==> config.mk <==
export PLATFORM = sky130hd
export DESIGN_NAME = keepalive_ping_monitor_flat
export DESIGN_NICKNAME = d
export VERILOG_FILES = /design/src/rtl/core/kpm_pkg.sv /design/src/rtl/core/kpm_if.sv /design/src/rtl/core/kpm_cfg.sv /design/src/rtl/core/kpm_core.sv /design/src/rtl/core/keepalive_ping_monitor.sv /design/src/flat_wrapper.sv
export SDC_FILE = /design/constraint.sdc
export NUM_CORES = 1
export LEC_CHECK = 0
export BUFFER_PORTS_ARGS = -buffer_cell sky130_fd_sc_hd__buf_2
export CAP_MARGIN = 25
export CORE_MARGIN = 5
export CORE_UTILIZATION = 49
export CTS_BUF_LIST = sky130_fd_sc_hd__clkbuf_16
export DETAILED_ROUTE_END_ITERATION = 8
export PLACE_DENSITY_LB_ADDON = 0.15
export SETUP_SLACK_MARGIN = 0.02
export SYNTH_ARGS = -nofsm -noshare
export SYNTH_HDL_FRONTEND = slang
export SYNTH_SLANG_ARGS = --single-unit
==> constraint.sdc <==
create_clock -name clk -period 4.76 [get_ports clk]
set_input_delay 0.476 -clock clk [delete_from_list [all_inputs] [get_ports clk]]
set_output_delay 0.476 -clock clk [all_outputs]
set_load 0.01 [all_outputs]
==> src/rtl/core/kpm_pkg.sv <==
// Shared types and constants for the keepalive ping monitor.
`default_nettype none

package kpm_pkg;

  localparam int TIME_WIDTH_DEF = 48;
  localparam int CFG_W          = 20;
  localparam int ID_W           = 16;
  localparam int RT_W           = 16;
  localparam int CFG_IDX_W      = 3;

  localparam logic [CFG_W-1:0] PING_INTERVAL_RST     = CFG_W'(1000);
  localparam logic [CFG_W-1:0] PING_TIMEOUT_RST      = CFG_W'(5000);
  localparam logic [CFG_W-1:0] RECOVERY_INTERVAL_RST = CFG_W'(1000);
  localparam logic [CFG_W-1:0] RECOVERY_TIMEOUT_RST  = CFG_W'(15000);
  localparam logic [ID_W-1:0]  PING_ID_RST           = '0;

  typedef enum logic [1:0] {
    KIND_TICK = 2'd0,
    KIND_PONG = 2'd1,
    KIND_ACK  = 2'd2,
    KIND_RSVD = 2'd3
  } kind_e;

  typedef enum logic [CFG_IDX_W-1:0] {
    REG_PING_INTERVAL     = 3'd0,
    REG_PING_TIMEOUT      = 3'd1,
    REG_RECOVERY_INTERVAL = 3'd2,
    REG_RECOVERY_TIMEOUT  = 3'd3,
    REG_PING_ID           = 3'd4
  } cfg_idx_e;

  typedef struct packed {
    logic [CFG_W-1:0] ping_interval;
    logic [CFG_W-1:0] ping_timeout;
    logic [CFG_W-1:0] recovery_interval;
    logic [CFG_W-1:0] recovery_timeout;
    logic [ID_W-1:0]  ping_id;
  } cfg_t;

  typedef struct packed {
    logic            send_ping;
    logic [ID_W-1:0] ping_id_out;
    logic            send_recovery;
    logic            timed_out;
    logic [RT_W-1:0] round_trip_ms;
  } res_t;

endpackage

`default_nettype wire

==> src/rtl/core/kpm_if.sv <==
// Valid/ready channel interfaces for event items and result items.
`default_nettype none

interface kpm_in_if #(parameter int TIME_WIDTH = 48);
  logic                  valid;
  logic                  ready;
  logic [1:0]            kind;
  logic [TIME_WIDTH-1:0] now_ms;
  logic [15:0]           pong_id;

  modport source (output valid, kind, now_ms, pong_id, input ready);
  modport sink   (input valid, kind, now_ms, pong_id, output ready);
endinterface

interface kpm_out_if;
  logic        valid;
  logic        ready;
  logic        send_ping;
  logic [15:0] ping_id_out;
  logic        send_recovery;
  logic        timed_out;
  logic [15:0] round_trip_ms;

  modport source (output valid, send_ping, ping_id_out, send_recovery, timed_out,
                  round_trip_ms, input ready);
  modport sink   (input valid, send_ping, ping_id_out, send_recovery, timed_out,
                  round_trip_ms, output ready);
endinterface

`default_nettype wire

==> src/rtl/core/kpm_cfg.sv <==
// Configuration register file of the keepalive ping monitor.
`default_nettype none

module kpm_cfg
  import kpm_pkg::*;
(
  input  wire logic                 clk,
  input  wire logic                 rst_n,
  input  wire logic                 cfg_we,
  input  wire logic [CFG_IDX_W-1:0] cfg_index,
  input  wire logic [CFG_W-1:0]     cfg_wdata,
  output cfg_t                      cfg
);

  cfg_t cfg_r, cfg_nxt;

  always_comb begin
    cfg_nxt = cfg_r;
    if (cfg_we) begin
      unique case (cfg_idx_e'(cfg_index))
        REG_PING_INTERVAL:     cfg_nxt.ping_interval     = cfg_wdata;
        REG_PING_TIMEOUT:      cfg_nxt.ping_timeout      = cfg_wdata;
        REG_RECOVERY_INTERVAL: cfg_nxt.recovery_interval = cfg_wdata;
        REG_RECOVERY_TIMEOUT:  cfg_nxt.recovery_timeout  = cfg_wdata;
        REG_PING_ID:           cfg_nxt.ping_id           = cfg_wdata[ID_W-1:0];
        default: ;  // unmapped index, write dropped
      endcase
    end
  end

  always_ff @(posedge clk) begin
    if (!rst_n) begin
      cfg_r.ping_interval     <= PING_INTERVAL_RST;
      cfg_r.ping_timeout      <= PING_TIMEOUT_RST;
      cfg_r.recovery_interval <= RECOVERY_INTERVAL_RST;
      cfg_r.recovery_timeout  <= RECOVERY_TIMEOUT_RST;
      cfg_r.ping_id           <= PING_ID_RST;
    end else begin
      cfg_r <= cfg_nxt;
    end
  end

  assign cfg = cfg_r;

endmodule

`default_nettype wire

==> src/rtl/core/kpm_core.sv <==
// Timestamp state and combinational event evaluation.
`default_nettype none

module kpm_core
  import kpm_pkg::*;
#(
  parameter int TIME_WIDTH = TIME_WIDTH_DEF
) (
  input  wire logic                  clk,
  input  wire logic                  rst_n,
  input  wire logic                  fire,
  input  wire logic [1:0]            kind,
  input  wire logic [TIME_WIDTH-1:0] now_ms,
  input  wire logic [ID_W-1:0]       pong_id,
  input  wire cfg_t                  cfg,
  output res_t                       res
);

  localparam int TW = TIME_WIDTH;

  logic [TW-1:0]   request_time_r,     request_time_nxt;
  logic [TW-1:0]   response_time_r,    response_time_nxt;
  logic [TW-1:0]   recovery_time_r,    recovery_time_nxt;
  logic [TW-1:0]   acknowledge_time_r, acknowledge_time_nxt;
  logic [RT_W-1:0] round_trip_r,       round_trip_nxt;

  // now strictly after last and more than span later
  function automatic logic elapsed(input logic [TW-1:0] last,
                                   input logic [CFG_W-1:0] span,
                                   input logic [TW-1:0] now);
    logic [TW:0] diff;
    diff = {1'b0, now} - {1'b0, last};
    return !diff[TW] && (diff[TW-1:0] > {{(TW-CFG_W){1'b0}}, span});
  endfunction

  logic          is_tick, is_pong_hit, is_ack;
  logic          ping, resp_zero, ack_zero, ping_late, rec, tout;
  logic [TW:0]   rt_diff;
  logic [TW-1:0] rt_val;

  always_comb begin
    is_tick     = kind == KIND_TICK;
    is_pong_hit = (kind == KIND_PONG) && (pong_id == cfg.ping_id);
    is_ack      = kind == KIND_ACK;
    resp_zero   = response_time_r == '0;
    ack_zero    = acknowledge_time_r == '0;

    ping = is_tick && elapsed(request_time_r, cfg.ping_interval, now_ms);
    // a response time freshly set to now can never count as elapsed
    ping_late = is_tick && !(ping && resp_zero)
                && elapsed(response_time_r, cfg.ping_timeout, now_ms);
    rec  = ping_late && elapsed(recovery_time_r, cfg.recovery_interval, now_ms);
    tout = ping_late && !(rec && ack_zero)
           && elapsed(acknowledge_time_r, cfg.recovery_timeout, now_ms);

    // round trip, clamped at zero when time runs backwards
    rt_diff = {1'b0, now_ms} - {1'b0, request_time_r};
    rt_val  = rt_diff[TW] ? '0 : rt_diff[TW-1:0];

    request_time_nxt     = ping ? now_ms : request_time_r;
    recovery_time_nxt    = rec ? now_ms : recovery_time_r;
    response_time_nxt    = response_time_r;
    acknowledge_time_nxt = acknowledge_time_r;
    round_trip_nxt       = round_trip_r;
    if ((ping && resp_zero) || is_pong_hit) begin
      response_time_nxt = now_ms;
    end
    if ((rec && ack_zero) || is_pong_hit || is_ack) begin
      acknowledge_time_nxt = now_ms;
    end
    if (is_pong_hit) begin
      round_trip_nxt = (rt_val[TW-1:RT_W] != '0) ? '1 : rt_val[RT_W-1:0];
    end

    res.send_ping     = ping;
    res.ping_id_out   = ping ? cfg.ping_id : '0;
    res.send_recovery = rec;
    res.timed_out     = tout;
    res.round_trip_ms = round_trip_nxt;
  end

  always_ff @(posedge clk) begin
    if (!rst_n) begin
      request_time_r     <= '0;
      response_time_r    <= '0;
      recovery_time_r    <= '0;
      acknowledge_time_r <= '0;
      round_trip_r       <= '0;
    end else if (fire) begin
      request_time_r     <= request_time_nxt;
      response_time_r    <= response_time_nxt;
      recovery_time_r    <= recovery_time_nxt;
      acknowledge_time_r <= acknowledge_time_nxt;
      round_trip_r       <= round_trip_nxt;
    end
  end

endmodule

`default_nettype wire

==> src/rtl/core/keepalive_ping_monitor.sv <==
// Path: an item waits in the input register, its result in the output register.
// Throughput: one item per cycle unless the output stalls; the input register,
//   evaluation on stored timestamps and output register form a two-stage pipeline.
// Back pressure: the input side stays ready while the output register drains.
// Reset (rst_n low, synchronous): pipeline empty, timestamps and round trip zero,
//   configuration registers at their default values.
`default_nettype none

module keepalive_ping_monitor
  import kpm_pkg::*;
#(
  parameter int TIME_WIDTH = TIME_WIDTH_DEF
) (
  input  wire logic                 clk,
  input  wire logic                 rst_n,
  kpm_in_if.sink                    in_ch,
  kpm_out_if.source                 out_ch,
  input  wire logic                 cfg_we,
  input  wire logic [CFG_IDX_W-1:0] cfg_index,
  input  wire logic [CFG_W-1:0]     cfg_wdata
);

  // ---------------------------------------------------------------------------
  // Configuration registers
  // ---------------------------------------------------------------------------
  cfg_t cfg;

  kpm_cfg u_cfg (
    .clk       (clk),
    .rst_n     (rst_n),
    .cfg_we    (cfg_we),
    .cfg_index (cfg_index),
    .cfg_wdata (cfg_wdata),
    .cfg       (cfg)
  );

  // ---------------------------------------------------------------------------
  // Input register stage
  // ---------------------------------------------------------------------------
  logic                  s1_valid_r;
  logic [1:0]            s1_kind_r;
  logic [TIME_WIDTH-1:0] s1_now_r;
  logic [ID_W-1:0]       s1_pong_id_r;

  logic out_valid_r;
  res_t out_res_r;
  res_t res;

  logic in_fire, advance;

  // Stage 1 moves into the output register when that one is empty or draining.
  assign advance     = s1_valid_r && (!out_valid_r || out_ch.ready);
  assign in_ch.ready = !s1_valid_r || advance;
  assign in_fire     = in_ch.valid && in_ch.ready;

  always_ff @(posedge clk) begin
    if (!rst_n) begin
      s1_valid_r <= 1'b0;
    end else if (in_ch.ready) begin
      s1_valid_r <= in_ch.valid;
    end
  end

  always_ff @(posedge clk) begin
    if (in_fire) begin
      s1_kind_r    <= in_ch.kind;
      s1_now_r     <= in_ch.now_ms;
      s1_pong_id_r <= in_ch.pong_id;
    end
  end

  // ---------------------------------------------------------------------------
  // Evaluation against stored timestamps; state commits when the item advances
  // so the following item already sees the updated times.
  // ---------------------------------------------------------------------------
  kpm_core #(
    .TIME_WIDTH (TIME_WIDTH)
  ) u_core (
    .clk     (clk),
    .rst_n   (rst_n),
    .fire    (advance),
    .kind    (s1_kind_r),
    .now_ms  (s1_now_r),
    .pong_id (s1_pong_id_r),
    .cfg     (cfg),
    .res     (res)
  );

  // ---------------------------------------------------------------------------
  // Output register
  // ---------------------------------------------------------------------------
  always_ff @(posedge clk) begin
    if (!rst_n) begin
      out_valid_r <= 1'b0;
    end else if (advance) begin
      out_valid_r <= 1'b1;
    end else if (out_ch.ready) begin
      out_valid_r <= 1'b0;
    end
  end

  always_ff @(posedge clk) begin
    if (advance) begin
      out_res_r <= res;
    end
  end

  assign out_ch.valid         = out_valid_r;
  assign out_ch.send_ping     = out_res_r.send_ping;
  assign out_ch.ping_id_out   = out_res_r.ping_id_out;
  assign out_ch.send_recovery = out_res_r.send_recovery;
  assign out_ch.timed_out     = out_res_r.timed_out;
  assign out_ch.round_trip_ms = out_res_r.round_trip_ms;

  // ---------------------------------------------------------------------------
  // Assertions
  // ---------------------------------------------------------------------------
  // a stalled item in stage 1 stays there
  a_s1_hold: assert property (@(posedge clk) disable iff (!rst_n)
    s1_valid_r && !advance |=> s1_valid_r)
    else $error("stage 1 item lost while stalled");

  // only ticks raise any request or timeout flag
  a_tick_only: assert property (@(posedge clk) disable iff (!rst_n)
    advance && (s1_kind_r != KIND_TICK) |->
      !res.send_ping && !res.send_recovery && !res.timed_out)
    else $error("flag raised on a non-tick item");

  // ping identifier is zero unless a ping goes out
  a_ping_id: assert property (@(posedge clk) disable iff (!rst_n)
    out_valid_r && !out_res_r.send_ping |-> out_res_r.ping_id_out == '0)
    else $error("ping identifier without ping");

  // an item advancing into a full, stalled output register would overwrite it
  a_no_overwrite: assert property (@(posedge clk) disable iff (!rst_n)
    out_valid_r && !out_ch.ready |-> !advance)
    else $error("output register overwritten");

endmodule

`default_nettype wire

==> src/flat_wrapper.sv <==
// flat-port wrapper written by rule: the top's interface ports become plain ports
module keepalive_ping_monitor_flat import kpm_pkg::*;
#(
  parameter int TIME_WIDTH = TIME_WIDTH_DEF
)
  (clk, rst_n, cfg_we, cfg_index, cfg_wdata, in_ch_valid, in_ch_kind, in_ch_now_ms, in_ch_pong_id, in_ch_ready, out_ch_valid, out_ch_send_ping, out_ch_ping_id_out, out_ch_send_recovery, out_ch_timed_out, out_ch_round_trip_ms, out_ch_ready);
  kpm_in_if #(.TIME_WIDTH(TIME_WIDTH)) in_ch_i ();
  kpm_out_if out_ch_i ();
  input  wire logic clk;
  input  wire logic rst_n;
  input  wire logic cfg_we;
  input  wire logic [CFG_IDX_W-1:0] cfg_index;
  input  wire logic [CFG_W-1:0] cfg_wdata;
  input wire logic [$bits(in_ch_i.valid)-1:0] in_ch_valid;
  input wire logic [$bits(in_ch_i.kind)-1:0] in_ch_kind;
  input wire logic [$bits(in_ch_i.now_ms)-1:0] in_ch_now_ms;
  input wire logic [$bits(in_ch_i.pong_id)-1:0] in_ch_pong_id;
  output wire logic [$bits(in_ch_i.ready)-1:0] in_ch_ready;
  output wire logic [$bits(out_ch_i.valid)-1:0] out_ch_valid;
  output wire logic [$bits(out_ch_i.send_ping)-1:0] out_ch_send_ping;
  output wire logic [$bits(out_ch_i.ping_id_out)-1:0] out_ch_ping_id_out;
  output wire logic [$bits(out_ch_i.send_recovery)-1:0] out_ch_send_recovery;
  output wire logic [$bits(out_ch_i.timed_out)-1:0] out_ch_timed_out;
  output wire logic [$bits(out_ch_i.round_trip_ms)-1:0] out_ch_round_trip_ms;
  input wire logic [$bits(out_ch_i.ready)-1:0] out_ch_ready;
  assign in_ch_i.valid = in_ch_valid;
  assign in_ch_i.kind = in_ch_kind;
  assign in_ch_i.now_ms = in_ch_now_ms;
  assign in_ch_i.pong_id = in_ch_pong_id;
  assign in_ch_ready = in_ch_i.ready;
  assign out_ch_valid = out_ch_i.valid;
  assign out_ch_send_ping = out_ch_i.send_ping;
  assign out_ch_ping_id_out = out_ch_i.ping_id_out;
  assign out_ch_send_recovery = out_ch_i.send_recovery;
  assign out_ch_timed_out = out_ch_i.timed_out;
  assign out_ch_round_trip_ms = out_ch_i.round_trip_ms;
  assign out_ch_i.ready = out_ch_ready;
  keepalive_ping_monitor #(.TIME_WIDTH(TIME_WIDTH)) u_core (.clk(clk), .rst_n(rst_n), .in_ch(in_ch_i), .out_ch(out_ch_i), .cfg_we(cfg_we), .cfg_index(cfg_index), .cfg_wdata(cfg_wdata));
endmodule
# Word level (Yosys, flattened, before mapping)
# Cells that the tools add are included.
[classes] addsub=4 magnitude_cmp=4 n_eq_ne=7 muxes=5 reduce_logical=43
[ops] op="$sub 48x48->49" n=4
[ops] op="$gt 48x20->1" n=4
[ops] op="$logic_not 48->1" n=2
[ops] op="$mux 48" n=1
[ops] op="$mux 16" n=2
[ops] op="$reduce_bool 32->1" n=1
[ops] op="$reduce_and 2->1" n=9
[ops] op="$eq 16x16->1" n=1
[ops] op="$logic_and 1x1->1" n=15
[ops] op="$logic_not 1->1" n=8
[ops] op="$eq 3x2->1 const B" n=2
[ops] op="$logic_or 1x1->1" n=5
[ops] op="$eq 3x1->1 const B" n=1
[ops] op="$eq 3x3->1 const B" n=1
[ops] op="$logic_not 3->1" n=1
[ops] op="$eq 2x1->1 const B" n=1
[ops] op="$eq 2x2->1 const B" n=1
[ops] op="$logic_not 2->1" n=1
[ops] op="$mux 1" n=2
[ops] op="$reduce_bool 2->1" n=1
[word_totals] register_bits=407 out_inout_bits=37 wordCells=83

# Longest topological paths before layout
# Gate-level depths: netlist of run 1.
[logic_depth] depth_word=13 depth_mapped=27

# Cells and area by module
# Synthesis of run 1 repeated with hierarchy kept, for this count alone.
[unflattened] cells_unflattened=3937 area_unflattened_um2=31710.4
[modules_own_cells] mod="kpm_core" n_inst=1 cells_per_inst=3476 area_per_inst_um2=24857.6
[modules_own_cells] mod="kpm_cfg" n_inst=1 cells_per_inst=351 area_per_inst_um2=3716.1
[modules_own_cells] mod="keepalive_ping_monitor" n_inst=1 cells_per_inst=110 area_per_inst_um2=3136.8

# Worst setup path after synthesis of run 1
# OpenSTA, ideal clock, no wires.
[synth_timing] kind="register -> register" startpoint="reg u_core.s1_now_r[0]" endpoint="reg u_core.u_core.acknowledge_time_r[27]" arrival_time_ps=5141 slack_ps=-453 path_stages_with_launch=25 synth_period_minus_slack_ps=5213 path_cell_list="edfxtp_1 > inv_1 > ha_1 > inv_1 > fa_1 > a21oi_1 > o21ai_0 > a21oi_1 > o21ai_0 > a21o_1 > a21oi_1 > xnor2_1 > ha_1 > nand4_1 > or4_1 > o32a_1 > a21oi_1 > nand4_1 > nor4_1 > and4b_1 > a41oi_1 > a31oi_1 > buf_2 > buf_2 > mux2i_1"
[synth_via] elab_chain_len=13 word_cells_on_any_way=22 classes_between="add/sub: 3; order compare: 3; reduce/logical: 16"
[synth_lines] item="from (decl)" line="keepalive_ping_monitor.sv:42" text="logic [TIME_WIDTH-1:0] s1_now_r;"
[synth_lines] item="from (signal assigned)" line="keepalive_ping_monitor.sv:67" text="s1_now_r <= in_ch.now_ms;"
[synth_lines] item="$sub 48x48->49" line="kpm_core.sv:32" text="diff = {1'b0, now} - {1'b0, last};"
[synth_lines] item="$gt 48x20->1 / $logic_not 1->1 (equally long branches)" line="kpm_core.sv:33" text="return !diff[TW] && (diff[TW-1:0] > {{(TW-CFG_W){1'b0}}, span});"
[synth_lines] item="$logic_and 1x1->1" line="kpm_core.sv:33"
[synth_lines] item="$logic_and 1x1->1" line="kpm_core.sv:48" text="ping = is_tick && elapsed(request_time_r, cfg.ping_interval, now_ms);"
[synth_lines] item="$logic_and 1x1->1" line="kpm_core.sv:50" text="ping_late = is_tick && !(ping && resp_zero)"
[synth_lines] item="$logic_not 1->1" line="kpm_core.sv:50"
[synth_lines] item="$logic_and 1x1->1" line="kpm_core.sv:50"
[synth_lines] item="$logic_and 1x1->1" line="kpm_core.sv:51" text="&& elapsed(response_time_r, cfg.ping_timeout, now_ms);"
[synth_lines] item="$logic_and 1x1->1 (*)" line="kpm_core.sv:52" text="rec = ping_late && elapsed(recovery_time_r, cfg.recovery_interval, now_ms);"
[synth_lines] item="$logic_and 1x1->1 (*)" line="kpm_core.sv:68" text="if ((rec && ack_zero) || is_pong_hit || is_ack) begin"
[synth_lines] item="$logic_or 1x1->1 (*) (2 in series)" line="kpm_core.sv:68"
[synth_lines] item="$reduce_and 2->1 (no source line) (*)"
[synth_lines] item="to (signal assigned)" line="kpm_core.sv:93" text="acknowledge_time_r <= acknowledge_time_nxt;"
[synth_lines] item="to (decl)" line="kpm_core.sv:24" text="logic [TW-1:0] acknowledge_time_r, acknowledge_time_nxt;"
# Mark *: on every way between the ends. The rest lies on a longest branch, timed or not.
# A chain may end at the register's enable or synchronous reset.

==> results.json, run 1 <==
{
  "multi_input_comb_area_um2": 19400,
  "start_util_pct": 49.4,
  "synthArstFlopShare_pct": 0,
  "vdd_drop_max_v": 0.000266,
  "synth.distinct_cells": 89,
  "fin_ws_ps": -653,
  "grt_max_degree": 164,
  "io_pins": 131,
  "ys_seq_area_share_pct": 30.7,
  "synth_area_um2": 29800,
  "viasPerCell": 5.82,
  "required_ps": 5210,
  "syn_nets": 4029,
  "cts_buffer_depth": 3,
  "power_density_nw_per_um2": 266,
  "drive_gt1_share_pct": 20.2,
  "synth_seq_cells": 407,
  "cp-start-kind": "register",
  "h-tree-depth": 2,
  "netlist_instances": 3659,
  "core_area_um2": 60400,
  "placed_area_um2": 34200,
  "wl_per_cell_um": 20.6,
  "tns_ps": -67140,
  "grt_first_pass_wirelength_mm": 155,
  "leakage_nw": 15.3,
  "finClkSkew_ps": 31.8,
  "antenna_left": 0,
  "period_minus_slack_ps": 5410,
  "dieWidth_um": 257,
  "drt_pass1_iterations": 6,
  "die_h_um": 257,
  "gp_congestion": 0.966,
  "path_delay_family": "simple AND/OR/NAND/NOR gates",
  "max_stage_delay_ps": 570,
  "setup_viol": 242,
  "antenna_found_initial": 1,
  "yosysTopAreaCellShare_pct": 20.5,
  "rsz0062_at_grt": "true",
  "nNetsFinal": 4546,
  "root_buffer": "clkbuf_16",
  "insertion_delay_ps": 590,
  "power_mw": 9.91,
  "path_class": "reg2reg",
  "cts_inserted_buffers": 45,
  "synth_warnings": 0,
  "post_synth.cell_area_avg_um2": 8.16,
  "nFillCells": 5339,
  "grt.overflow.total": 0,
  "maxClockFrequency_mhz": 185,
  "finalHoldViolations": 0,
  "die_area_um2": 65900,
  "place_hpwl_mm": 78.4,
  "synth-main-ff-cell": "dfxtp_1",
  "cap_violations": 0,
  "cts_tree": "done",
  "drt-initial-drc-count": 2795,
  "slew_violations": 0,
  "rows": 90,
  "diodes": 0,
  "synth-edff-count": 101,
  "vias": 29100,
  "final_area_um2": 37200,
  "arrival_ps": 5870,
  "tightest_slew_ps": 1010,
  "routed_wl_mm": 103,
  "fin_hold_ws_ps": 69.9,
  "fin_cells": 4994,
  "crit_chain": "ha_1 > nor2_1 > or4b_4 > or3_4 > nand2_2 > xor2_1 > ha_1 > nand4_1 > or4_4 > a21oi_2 > a21oi_1 > o211ai_1 > a21oi_1 > buf_4 > nand4_1 > nor4_2 > and4b_2 > buf_6 > and4_4 > or4b_4 > buf_12 > buf_12 > mux2i_2",
  "path_buf_inv": 4,
  "yosys.area.top_type": "dfxtp_1",
  "cp_slowest_cell": "or4_4",
  "first_global_vias": 27500,
  "violations": "setup timing",
  "hold_buffers": 0,
  "seq_area_um2": 9160,
  "worstPathMaxFanout": 6,
  "relSlewSlack_pct": 32.4,
  "min_path_type": "in2reg",
  "path_clk_slew_ps": 70,
  "status": "finished with violations",
  "crit_path_end_kind": "register",
  "synth.area.top_cells": "dfxtp_1 (21%), ha_1 (11%), edfxtp_1 (10%), nand2_1 (7.1%), mux2i_1 (6.9%)",
  "placed_cells": 4826,
  "cts_sinks": 407,
  "drc": 0,
  "areaGrowthSynthToFinish_pct": 24.8,
  "fin_crit_sh_pct": 114,
  "grt_use_total_pct": 29.3,
  "port_buffers": 130
}
## synthesized netlist by cell type (all sizes together) (24+ instances only)
master,n
and2,29
mux2i,207
inv,333
nor3,57
o21bai,26
a211oi,24
nor4,50
nor2,153
xnor2,79
nand4,84
o211ai,48
o21a,48
nand3,43
a21oi,275
and3,25
clkbuf,133
o21ai,174
a31oi,27
ha,272
a21o,83
xor2,63
edfxtp,101
nand2,564
nor2b,74
dfxtp,306
a21boi,79
## layout make-up
class,count,share of cell area (%)
well taps,782,2.63
inverters,334,3.37
clock inverters,37,0.702
multi-input cells,2765,52.1
clock buffers,46,3.09
flip-flops and latches,407,24.6
repair buffers,623,13.6
## power by group
group,switching [mW],internal [mW],leakage (nW)
combinational,1.54,1.22,11.2
sequential,0.0786,3.66,3.45
clock,1.49,1.92,0.735
total,3.11,6.80,15.3
## timing repair
item                                    in CTS  in global routing
pin swaps                                   17                 28
endpoints found under the setup margin     238                243
setup buffers                               38                 27
cloned                                      17                  7
resized for setup                           72                 66
## worst register-to-register path, stage by stage (launching register included)
cell and delay (ps):
edfxtp_1 550, ha_1 370, nor2_1 50, or4b_4 490, or3_4 390, nand2_2 90
xor2_1 70, ha_1 280, nand4_1 120, or4_4 570, a21oi_2 120, a21oi_1 50
o211ai_1 80, a21oi_1 90, buf_4 170, nand4_1 110, nor4_2 40, and4b_2 270
buf_6 120, and4_4 180, or4b_4 570, buf_12 190, buf_12 150, mux2i_2 150
## registers in the layout (all words and copies together), names as in the netlist, 2 cells and up
name and count:
u_core.out_ch.ping_id_out 16, u_core.out_ch.round_trip_ms 16, u_core.s1_kind_r 2, u_core.s1_now_r 48
u_core.s1_pong_id_r 16, u_core.u_cfg.cfg 96, u_core.u_core.acknowledge_time_r 48, u_core.u_core.recovery_time_r 48
u_core.u_core.request_time_r 48, u_core.u_core.response_time_r 48, u_core.u_core.round_trip_r 16
## cells in the final DEF (no fill, tap or decap), types with 129 or more instances in the layout
cell and n:
a21oi_1 257, buf_2 129, buf_4 438, dfxtp_1 306
ha_1 262, inv_1 339, mux2i_1 197, nand2_1 561
nor2_1 150, o21ai_0 158
## final timing paths
kind | start | endpoint | slack (ps) | cells after the start
worst min register to register | u_core.u_cfg.cfg[55] | u_core.u_cfg.cfg[55] | 460 | 2
worst max register to register | u_core.s1_now_r[5] | u_core.u_core.recovery_time_r[16] | -650 | 23
worst max-delay path | u_core.s1_now_r[5] | u_core.u_core.recovery_time_r[16] | -650 | 23
worst min-delay path | in_ch_now_ms[23] | u_core.s1_now_r[23] | 70 | 1
## layer usage
| layer | GRT usage, % | part of all wire, % | vias to the layer above |
|---|---|---|---|
| met3 | 3.05 | 7.1 | 195 |
| met2 | 47.3 | 45 | 1009 |
| met4 | 8.34 | 3.4 | 0 |
| li1 | - | - | 14100 |
| met5 | 0 | 0 | - |
| met1 | 41.7 | 45 | 13800 |
## stage by stage
stage	setup WS [ps]	utilization (%)
floorplan	-161	-
global placement	-454	56.6
detailed placement	-530	56.6
CTS	-484	60.7
global route	-885	61.7
finish	-653	61.7
## cell families after synthesis
family,after synthesis,share of synthesized area [%]
AND/OR/NAND/NOR,1172,18.5
adder cells (fa/ha/maj),276,11.7
buffers and inverters,487,6.27
AO/OA/AOI/OAI,946,20.9
multiplexers,229,7.77
XOR/XNOR,142,4.17
flip-flops,407,30.7
Note: power is estimated with default switching activity, not from simulation.
==> run 2, diff against run 1 <==
--- a/config.mk
+++ b/config.mk
@@ -13,6 +13,7 @@
 export DETAILED_ROUTE_END_ITERATION = 8
 export PLACE_DENSITY_LB_ADDON = 0.15
 export SETUP_SLACK_MARGIN = 0.02
+export SKIP_CTS_REPAIR_TIMING = 1
 export SYNTH_ARGS = -nofsm -noshare
 export SYNTH_HDL_FRONTEND = slang
 export SYNTH_SLANG_ARGS = --single-unit
==> results.json, run 2 (synthesized netlist as in run 1, its figures left out) <==
{
  "status": "finished with violations",
  "violations": "setup timing",
  "tightest_slew_ps": 1050,
  "viasPerCell": 5.81,
  "maxClockFrequency_mhz": 185,
  "start_util_pct": 49.4,
  "routed_wl_mm": 99.9,
  "cts_inserted_buffers": 45,
  "die_h_um": 257,
  "drt-initial-drc-count": 2627,
  "cts_sinks": 407,
  "period_minus_slack_ps": 5400,
  "placed_cells": 4826,
  "layout_common_cells": "nand2_1 (562), buf_4 (407), inv_1 (341)",
  "fin_cells": 4936,
  "wl_per_cell_um": 20.2,
  "crit_top_cell": "buf_4",
  "areaGrowthSynthToFinish_pct": 21.6,
  "crit_path_end_kind": "register",
  "diodes": 0,
  "rsz0062_at_grt": "true",
  "finalHoldViolations": 0,
  "vdd_drop_max_v": 0.000266,
  "drt_pass1_iterations": 6,
  "min_path_type": "in2reg",
  "placed_area_um2": 34200,
  "io_pins": 131,
  "fin_crit_sh_pct": 113,
  "crit_chain": "inv_2 > buf_4 > ha_4 > inv_1 > fa_2 > a21o_4 > a221oi_4 > buf_4 > buf_4 > nor3_2 > nor2_1 > xor2_1 > inv_1 > ha_4 > nand2_4 > nor3_4 > a221o_1 > o41a_1 > nor4_4 > o311a_4 > or4b_4 > buf_12 > mux2i_2",
  "layout_commonest_cell": "nand2_1",
  "fin_hold_ws_ps": 71.0,
  "port_buffers": 130,
  "fin_ws_ps": -635,
  "path_class": "reg2reg",
  "cts_tree": "done",
  "grt_use_total_pct": 28.4,
  "gp_congestion": 0.966,
  "crit_start": "u_core.s1_now_r[0]",
  "cts_buffer_depth": 3,
  "finClkSkew_ps": 26.7,
  "nNetsFinal": 4488,
  "leakage_nw": 14.9,
  "drive_gt1_share_pct": 18.3,
  "power_mw": 9.81,
  "cp_slowest_cell": "or4b_4",
  "grt.overflow.total": 0,
  "place_hpwl_mm": 78.4,
  "largest_reg_flops": 96,
  "path_clk_slew_ps": 70,
  "die_area_um2": 65900,
  "cap_violations": 0,
  "dieWidth_um": 257,
  "rrSetupSlack_ps": -640,
  "rows": 90,
  "required_ps": 5210,
  "cp-start-kind": "register",
  "worstReg2RegEnd": "u_core.u_core.recovery_time_r[16]",
  "worstPathMaxFanout": 6,
  "root_buffer": "clkbuf_16",
  "antenna_found_initial": 0,
  "crit_end": "u_core.u_core.recovery_time_r[16]",
  "insertion_delay_ps": 580,
  "slew_violations": 0,
  "core_area_um2": 60400,
  "arrival_ps": 5850,
  "tns_ps": -72420,
  "relSlewSlack_pct": 30.2,
  "h-tree-depth": 2,
  "final_area_um2": 36300,
  "power_density_nw_per_um2": 270,
  "setup_viol": 242,
  "grt_first_pass_wirelength_mm": 151,
  "first_global_vias": 26900,
  "antenna_left": 0,
  "grt_max_degree": 164,
  "r2r_start": "u_core.s1_now_r[0]",
  "vias": 28700,
  "max_stage_delay_ps": 600,
  "r2r_cells": 23,
  "drc": 0
}
## run 2: how the worst min path moves through the flow
stage | from | endpoint | slack (ps) | depth (start not counted)
finish | in_ch_now_ms[23] | u_core.s1_now_r[23] | 70 | 1
global route | in_ch_now_ms[3] | u_core.s1_now_r[3] | 60 | 1
CTS | in_ch_now_ms[3] | u_core.s1_now_r[3] | 50 | 1
detailed placement | u_core.u_core.recovery_time_r[18] | u_core.u_core.recovery_time_r[18] | 460 | 2
global placement | u_core.u_core.recovery_time_r[33] | u_core.u_core.recovery_time_r[33] | 440 | 2
floorplan | u_core.u_core.recovery_time_r[10] | u_core.u_core.recovery_time_r[10] | 440 | 2
## run 2: critical path: cells and delay by family, from the launching register on
family	cells	cell delay, ps
AO/OA/AOI/OAI	5	1630
XOR/XNOR	1	210
adder cells (fa/ha/maj)	3	720
buffers and inverters	7	890
flip-flops	1	400
multiplexers	1	140
AND/OR/NAND/NOR	6	1260
## run 2: power by group
group	internal [mW]	total (mW)	leakage (nW)	switching [mW]
logic	1.15	2.66	10.7	1.51
registers	3.66	3.74	3.45	0.0781
clock network	1.92	3.41	0.735	1.48
total	6.74	9.81	14.9	3.07
## run 2: layout make-up
class	instances	area, µm²
inverters	334	1250
clock inverters	37	262
multi-input cells	2766	19300
flip-flops and latches	407	9160
clock buffers	46	1150
well taps	782	978
repair buffers	564	4210
fillers	5470	24100
## run 2: per-stage QoR
| stage | util [%] | setup slack (ps) |
|---|---|---|
| floorplan | - | -161 |
| global placement | 56.6 | -454 |
| detailed placement | 56.6 | -530 |
| CTS | 59.0 | -565 |
| global route | 60.1 | -894 |
| finish | 60.1 | -635 |
## run 2: layer usage
layer  vias up  part of all wire [%]  track usage (%)
met5         -                     0                0
met4         0                   2.8             7.14
met2       966                    45             45.3
met1     13500                    46             41.2
li1      14000                     -                -
met3       166                   6.9             3.20
